--- config.mk ---
export PLATFORM = sky130hd
export DESIGN_NAME = ohr_ctrl
export DESIGN_NICKNAME = d
export VERILOG_FILES = /design/src/design/offaxis_hologram_render_defines.svh /design/src/design/ohr_pkg.sv /design/src/design/ohr_ctrl.sv
export SDC_FILE = /design/constraint.sdc
export NUM_CORES = 1
export LEC_CHECK = 0
export ABC_AREA = 1
export BUFFER_PORTS_ARGS = -buffer_cell sky130_fd_sc_hd__buf_4
export CAP_MARGIN = 20
export CELL_PAD_IN_SITES_DETAIL_PLACEMENT = 1
export CELL_PAD_IN_SITES_GLOBAL_PLACEMENT = 2
export CORE_MARGIN = 5
export CORE_UTILIZATION = 26
export CTS_BUF_LIST = sky130_fd_sc_hd__clkbuf_4
export DETAILED_ROUTE_END_ITERATION = 12
export PLACE_DENSITY = 0.82
export SETUP_SLACK_MARGIN = 0.1
export SLEW_MARGIN = 20
export SYNTH_ARGS = -nofsm -noshare
export SYNTH_HDL_FRONTEND = slang
export SYNTH_SLANG_ARGS = --single-unit
export TNS_END_PERCENT = 5
--- constraint.sdc ---
create_clock -name clk -period 2 [get_ports clk]
set_input_delay 0.4 -clock clk [delete_from_list [all_inputs] [get_ports clk]]
set_output_delay 0.4 -clock clk [all_outputs]
set_load 0.03 [all_outputs]
--- src/design/offaxis_hologram_render_defines.svh ---
// Assertion macros for the off-axis hologram renderer.
// Included by the top level; expects clk and rst_n in scope.
`ifndef OFFAXIS_HOLOGRAM_RENDER_DEFINES_SVH
`define OFFAXIS_HOLOGRAM_RENDER_DEFINES_SVH

// same-cycle implication
`define OHR_ASSERT_SAME(label, ante, cons) \
  label: assert property (@(posedge clk) disable iff (!rst_n) (ante) |-> (cons)) \
    else $error("offaxis_hologram_render: same-cycle check failed");

// next-cycle implication
`define OHR_ASSERT_NEXT(label, ante, cons) \
  label: assert property (@(posedge clk) disable iff (!rst_n) (ante) |=> (cons)) \
    else $error("offaxis_hologram_render: next-cycle check failed");

`endif

--- src/design/ohr_pkg.sv ---
// Shared types and constants for the off-axis hologram renderer.
// Used by ohr_ctrl, ohr_datapath and offaxis_hologram_render.
`default_nettype none
package ohr_pkg;

  localparam int OHR_STEP_W = 5;
  localparam int OHR_SQRT_STEPS = 25;
  localparam int OHR_DIV_STEPS = 8;

  localparam logic [2:0] OHR_REG_MODE = 3'd0;
  localparam logic [2:0] OHR_REG_WIDTH = 3'd1;
  localparam logic [2:0] OHR_REG_HEIGHT = 3'd2;
  localparam logic [2:0] OHR_REG_TILT_X = 3'd3;
  localparam logic [2:0] OHR_REG_TILT_Y = 3'd4;

  localparam logic [1:0] OHR_MODE_INTENSITY = 2'd0;
  localparam logic [1:0] OHR_MODE_AMPLITUDE = 2'd1;

  localparam logic signed [25:0] OHR_CORDIC_X0 = 26'sd2547003;
  localparam logic signed [33:0] OHR_HALF_TURN = 34'sd2147483648;

  // atan(2^-i) in 1/2^32 turn
  localparam logic [31:0] OHR_ATAN [0:23] = '{
    32'd536870912, 32'd316933406, 32'd167458907, 32'd85004756, 32'd42667331,
    32'd21354465, 32'd10679838, 32'd5340245, 32'd2670163, 32'd1335087,
    32'd667544, 32'd333772, 32'd166886, 32'd83443, 32'd41722, 32'd20861,
    32'd10430, 32'd5215, 32'd2608, 32'd1304, 32'd652, 32'd326, 32'd163, 32'd81
  };

  typedef struct packed {
    logic                  capture;
    logic                  rot_step;
    logic                  rot_round;
    logic                  sq_re;
    logic                  sq_im;
    logic                  sq_sum;
    logic                  sqrt_step;
    logic                  vec_init;
    logic                  vec_step;
    logic                  vec_done;
    logic                  commit;
    logic                  rd_issue;
    logic                  div_init;
    logic                  div_step;
    logic                  emit;
    logic [OHR_STEP_W-1:0] step;
  } ohr_cmd_t;

  typedef struct packed {
    logic       op;
    logic       frame_ready;
    logic [1:0] mode;
  } ohr_sts_t;

endpackage
`default_nettype wire

--- src/design/ohr_ctrl.sv ---
// Sequencer for the hologram renderer: one item at a time.
// Depends on ohr_pkg; drives ohr_datapath through ohr_cmd_t.
`default_nettype none
module ohr_ctrl #(
  parameter int CORDIC_STEPS = 16
) (
  input  wire logic              clk,
  input  wire logic              rst_n,
  input  wire logic              in_valid,
  output logic                   in_stall,
  output logic                   out_valid,
  input  wire logic              out_stall,
  input  wire ohr_pkg::ohr_sts_t sts,
  output ohr_pkg::ohr_cmd_t      cmd
);

  typedef enum logic [4:0] {
    S_IDLE, S_DISP, S_ROT, S_ROUND, S_SQRE, S_SQIM, S_SUM, S_SQRT,
    S_VECI, S_VEC, S_VECD, S_COMMIT, S_RD, S_DIVI, S_DIV, S_FIN, S_OUT
  } state_t;

  localparam logic [ohr_pkg::OHR_STEP_W-1:0] ROT_LAST =
    ohr_pkg::OHR_STEP_W'(CORDIC_STEPS - 1);
  localparam logic [ohr_pkg::OHR_STEP_W-1:0] SQRT_LAST =
    ohr_pkg::OHR_STEP_W'(ohr_pkg::OHR_SQRT_STEPS - 1);
  localparam logic [ohr_pkg::OHR_STEP_W-1:0] DIV_LAST =
    ohr_pkg::OHR_STEP_W'(ohr_pkg::OHR_DIV_STEPS - 1);

  state_t                        state_r;
  logic [ohr_pkg::OHR_STEP_W-1:0] step_r;
  logic                          out_valid_r;

  always_ff @(posedge clk) begin
    if (!rst_n) begin
      state_r     <= S_IDLE;
      step_r      <= '0;
      out_valid_r <= 1'b0;
    end else begin
      unique case (state_r)
        S_IDLE: if (in_valid) state_r <= S_DISP;
        S_DISP: begin
          step_r <= '0;
          if (sts.op) state_r <= sts.frame_ready ? S_RD : S_IDLE;
          else state_r <= S_ROT;
        end
        S_ROT: begin
          if (step_r == ROT_LAST) begin
            step_r  <= '0;
            state_r <= S_ROUND;
          end else step_r <= step_r + 1'b1;
        end
        S_ROUND: state_r <= S_SQRE;
        S_SQRE:  state_r <= S_SQIM;
        S_SQIM:  state_r <= S_SUM;
        S_SUM: begin
          step_r <= '0;
          if (sts.mode == ohr_pkg::OHR_MODE_INTENSITY) state_r <= S_COMMIT;
          else if (sts.mode == ohr_pkg::OHR_MODE_AMPLITUDE) state_r <= S_SQRT;
          else state_r <= S_VECI;
        end
        S_SQRT: begin
          if (step_r == SQRT_LAST) state_r <= S_COMMIT;
          else step_r <= step_r + 1'b1;
        end
        S_VECI: begin
          step_r  <= '0;
          state_r <= S_VEC;
        end
        S_VEC: begin
          if (step_r == ROT_LAST) state_r <= S_VECD;
          else step_r <= step_r + 1'b1;
        end
        S_VECD:   state_r <= S_COMMIT;
        S_COMMIT: state_r <= S_IDLE;
        S_RD:     state_r <= S_DIVI;
        S_DIVI: begin
          step_r  <= '0;
          state_r <= S_DIV;
        end
        S_DIV: begin
          if (step_r == DIV_LAST) state_r <= S_FIN;
          else step_r <= step_r + 1'b1;
        end
        S_FIN: begin
          out_valid_r <= 1'b1;
          state_r     <= S_OUT;
        end
        S_OUT: begin
          if (!out_stall) begin
            out_valid_r <= 1'b0;
            state_r     <= S_IDLE;
          end
        end
        default: state_r <= S_IDLE;
      endcase
    end
  end

  always_comb begin
    cmd           = '0;
    cmd.step      = step_r;
    cmd.capture   = (state_r == S_IDLE) && in_valid;
    cmd.rot_step  = (state_r == S_ROT);
    cmd.rot_round = (state_r == S_ROUND);
    cmd.sq_re     = (state_r == S_SQRE);
    cmd.sq_im     = (state_r == S_SQIM);
    cmd.sq_sum    = (state_r == S_SUM);
    cmd.sqrt_step = (state_r == S_SQRT);
    cmd.vec_init  = (state_r == S_VECI);
    cmd.vec_step  = (state_r == S_VEC);
    cmd.vec_done  = (state_r == S_VECD);
    cmd.commit    = (state_r == S_COMMIT);
    cmd.rd_issue  = (state_r == S_RD);
    cmd.div_init  = (state_r == S_DIVI);
    cmd.div_step  = (state_r == S_DIV);
    cmd.emit      = (state_r == S_FIN);
  end

  assign in_stall  = (state_r != S_IDLE);
  assign out_valid = out_valid_r;

endmodule
`default_nettype wire

== Word level (Yosys, flattened, before mapping) ==
Index checks and enable logic that the tools add are counted.
Operators by class
  eq/ne operators: 29
  add/sub/neg operators: 1
  muxes and demuxes: 18
  reduce and logical (&&, ||, !) cells: 10
Operators by type and width (count)
  5-bit one-hot mux with 16 select lines: 1
  5-bit two-way mux: 10
  5-bit by 4-bit == test with 1-bit output (second input constant): 9
  5-bit by 3-bit == test with 1-bit output (second input constant): 5
  5-bit one-hot mux with 5 select lines: 1
  4-bit two-way mux: 4
  5-bit by 2-bit == test with 1-bit output (second input constant): 2
  5-bit == test (second input constant): 2
  2-bit != test (second input constant): 5
  5-bit nonzero test: 2
  2-bit by 1-bit != test with 1-bit output (second input constant): 4
  6-bit AND reduction: 1
  5-bit by 1-bit adder with 5-bit output (second input constant): 1
  5-bit by 1-bit == test with 1-bit output (second input constant): 1
  5-bit zero test: 1
  4-bit AND reduction: 1
  4-bit OR reduction: 1
  2-bit by 1-bit == test with 1-bit output (second input constant): 1
  2-bit zero test: 1
  1-bit one-hot mux with 2 select lines: 1
  2-bit AND reduction: 1
  2-bit nonzero test: 1
  1-bit logical AND: 1
  1-bit two-way mux: 1
Word-level totals
  bits in registers: 11
  input port bits: 8
  logic and storage cells: 61

== Longest topological paths before layout ==
  depth after elaboration: 4
  depth in mapped cells: 12

== Least setup slack after synthesis ==
Ideal clock, no wire load.
  path type: reg2out
  start: register state_r[2]
  end: output port cmd[19] (netlist bit)
  arrival: 1.453 ns
  data required time: 1.600 ns
  cell stages (with the launch flop): 4
  setup slack: 0.147 ns
  buffers on the path: 0
  cell sequence: dfxtp_1 -> nor2_2 -> nand3_1 -> nor2_1
RTL lines
  from (decl): RTL line ohr_ctrl.sv:29  | state_t state_r;
  from (signal assigned): RTL line ohr_ctrl.sv:43  | if (sts.op) state_r <= sts.frame_ready ? S_RD : S_IDLE;
  to (decl): RTL line ohr_ctrl.sv:14  | output ohr_pkg::ohr_cmd_t cmd

==> flow_summary_export.csv <==
group,metric,value,unit
sta,setup_viol,0,
logic_synthesis,synthFlopType,"dfxtp_1",
logic_synthesis,syn_area,1016,um2
logic_synthesis,synth_edf_count,0,
logic_synthesis,yosysMostFrequentCell,"nand2_1",
layout,drive_gt1_share,31.03,%
sta,layout_min_cycle_time,1.827,ns
clock_network,clk_path_buf_depth,2,
power_and_ir_drop,power_density,1118,nW/um2
worst_setup_path,path_max_fanout,11,
clock_network,cts_tree,"done",
clock_network,clock_sinks,11,
floorplanning,io_pins,30,
floorplanning,die_h,72.51,um
sta,timing.final.hold_violations,0,
logic_synthesis,synthCells,171,
layout,area_growth,30.91,%
sta,setup_tns,0,ns
worst_hold_path,whs_path_depth,3,
global_route,grt_start_max_net_pins,12,
worst_setup_path,critPathSlowestCell,"dfxtp_1",
clock_network,ctsRootBufferMaster,"clkbuf_4",
logic_synthesis,yosysTopAreaCellShare,21.67,%
sta,clock-skew-final,0.0006219,ns
worst_setup_path,crit_chain,"inv_4 -> nand3_2 -> nor2_1 -> buf_4",
clock_network,ctsHoldBuffers,0,
worst_setup_path,cp_top_family,"flip-flops",
worst_setup_path,cp_slowest_stage_delay,0.40,ns
worst_setup_path,ff2ff_setup_slack,0.30,ns
sta,maxSlewViolCount,0,
floorplanning,rows,22,
global_route,grt_pass1_vias,1202,
floorplanning,fp.coreArea,3716,um2
sta,rsz0062_at_grt,"yes",
worst_setup_path,critPathCaptureType,"primary output",
worst_hold_path,worstHoldPathType,"input port to flop",
layout,fillCellCount,498,
detailed_routing,wire_per_inst,13.45,um
floorplanning,start_util,27.34,%
clock_network,clk_latency,0.28,ns
global_route,gr-total-overflow,0,
detailed_routing,ant_nets,0,
worst_setup_path,critPathLaunchType,"flop",
power_and_ir_drop,leakagePower,0.7194,nW
layout,antennaDiodeCount,0,
detailed_routing,route.vias.total,1167,
clock_network,htree_num_levels,1,
worst_setup_path,cp-startpoint,"state_r[4]",
logic_synthesis,ys.warnings.count,0,
sta,finalCritPeriodShare,91.34,%
worst_hold_path,whs_endpoint,"step_r[4]",
worst_setup_path,rr_startpoint,"step_r[0]",
detailed_routing,drt_iter0_markers,41,
power_and_ir_drop,irDropWorstVdd,0.4699,mV
logic_synthesis,synth.area.top_cells,"dfxtp_1 22%, nand2_1 14%, nor2_1 11%",
placement,port_buffers,29,
run_status,status,"completed",
worst_setup_path,required,1.60,ns
logic_synthesis,synth.yosys.seq_area_share,21.67,%
layout,nets,216,
detailed_routing,via_per_inst,4.649,
worst_setup_path,reg2reg_depth,11,
logic_synthesis,synthDistinctLibCells,20,
floorplanning,dieArea,5258,um2
sta,max_freq,547.4,MHz
logic_synthesis,synth_commonest_cells,"38 x nand2_1, 29 x nor2_1, 25 x inv_1",
floorplanning,die_w,72.51,um
clock_network,cts_setup_buffers,0,
clock_network,cts_inserted_buffers,3,
logic_synthesis,synth_top_cell_by_area,"dfxtp_1",
power_and_ir_drop,finalPower,0.001487,W
clock_network,cts_resized,1,
placement,finalWeightedCongestion,0.8705,
logic_synthesis,syn_nets,183,
placement,dpl.hpwl,2.874,mm
global_route,antenna_found_initial,0,
detailed_routing,drc,0,
detailed_routing,drt_pass1_iterations,4,
global_route,grtUsageTotal,13.74,%
logic_synthesis,avgSynthCellArea,5.941,um2
job,cap_violations,0,
logic_synthesis,synth_async_sr_flop_share,0,%
global_route,grt_pass1_wl,5.789,mm
sta,worstMarginPinSlew,0.3100,ns
worst_setup_path,arrival,1.43,ns
detailed_routing,drt_wl_total,3.375,mm
worst_hold_path,hold_start,"rst_n",
logic_synthesis,ys_ff_latch,11,
worst_setup_path,worstReg2RegEnd,"step_r[2]",
sta,slew_headroom,79.17,%
worst_setup_path,cp_num_buf_inv,2,
worst_setup_path,path_class,"flop to primary output",
clock_network,path_clk_slew,0.08,ns
==> where the power goes <==
part / leakage, nW / switching, W / internal (W)
clock: 0.0184 / 0.0000897 / 0.0000912
sequential: 0.0915 / 0.0000817 / 0.000278
combinational: 0.610 / 0.000629 / 0.000317
==> per-layer routing <==
layer  vias to the layer above  share of wire [%]  global-route usage (%)  wire, um
met5                         -                  0                       0         0
li1                        603                  -                       -         -
met3                         5                3.6                   1.939       121
met4                         0                1.4                   4.303        47
met1                       540                 48                   19.19      1620
met2                        19                 47                   21.74      1585
==> state kept, by name (all words and copies together), names as in the netlist <==
register / count
state_r: 5
step_r: 5
out_valid: 1
==> through the flow <==
| stage | hold slack, ns | setup WS, ns | utilization, % | area, um2 | instances |
|---|---|---|---|---|---|
| floorplan | 0.5162 | 0.1469 | - | 1016 | 171 |
| global placement | 0.4884 | 0.3435 | 34.51 | 1282 | 247 |
| detailed placement | 0.4720 | 0.2820 | 34.51 | 1282 | 247 |
| CTS | 0.3836 | 0.06667 | 35.45 | 1318 | 251 |
| global route | 0.4011 | 0.06249 | 35.79 | 1330 | 251 |
| finish | 0.3907 | 0.1732 | 35.79 | 1330 | 251 |
==> worst max path at each step <==
stage / depth (start not counted) / slack [ns] / endpoint
after floorplan: 3 / 0.15 / cmd[19]
after global placement: 12 / 0.34 / step_r[3]
after detailed placement: 11 / 0.28 / step_r[2]
after CTS: 5 / 0.07 / cmd[18]
after global routing: 5 / 0.06 / cmd[18]
final: 4 / 0.17 / cmd[14]
==> logic make-up after synthesis <==
logic type      synth area share [%]
compound gates                 7.758
flops                          21.67
simple gates                   52.59
fa+ha+maj                      4.926
buf+inv                        12.19
xor+xnor                      0.8622
==> tightest hold or removal path, delay by kind of cell <==
kind          cells  cell delay, ns
buf+inv           1            0.14
simple gates      2            0.09
==> area by class of cell <==
class	count	area, um2	share of cell area, %
clock buffers	4	30.03	2.258
well taps	48	60.06	4.516
multi-input cells	129	681.9	51.27
flip-flops and latches	11	225.2	16.93
inverters	30	115.1	8.655
repair buffers	29	217.7	16.37
==> placed cells by master (no fill, tap or decap), drive strengths merged <==
master  synthesis  layout
nand2          44      44
nor2           38      38
inv            30      30
buf             1      29
nand3          15      15
dfxtp          11      11
a21oi           9       9
nor3            7       7
nand4           5       5
o21ai           5       5
ha              4       4
clkbuf          0       4
o41ai           1       1
xor2            1       1
No activity file was read; power rests on OpenSTA's default activity.
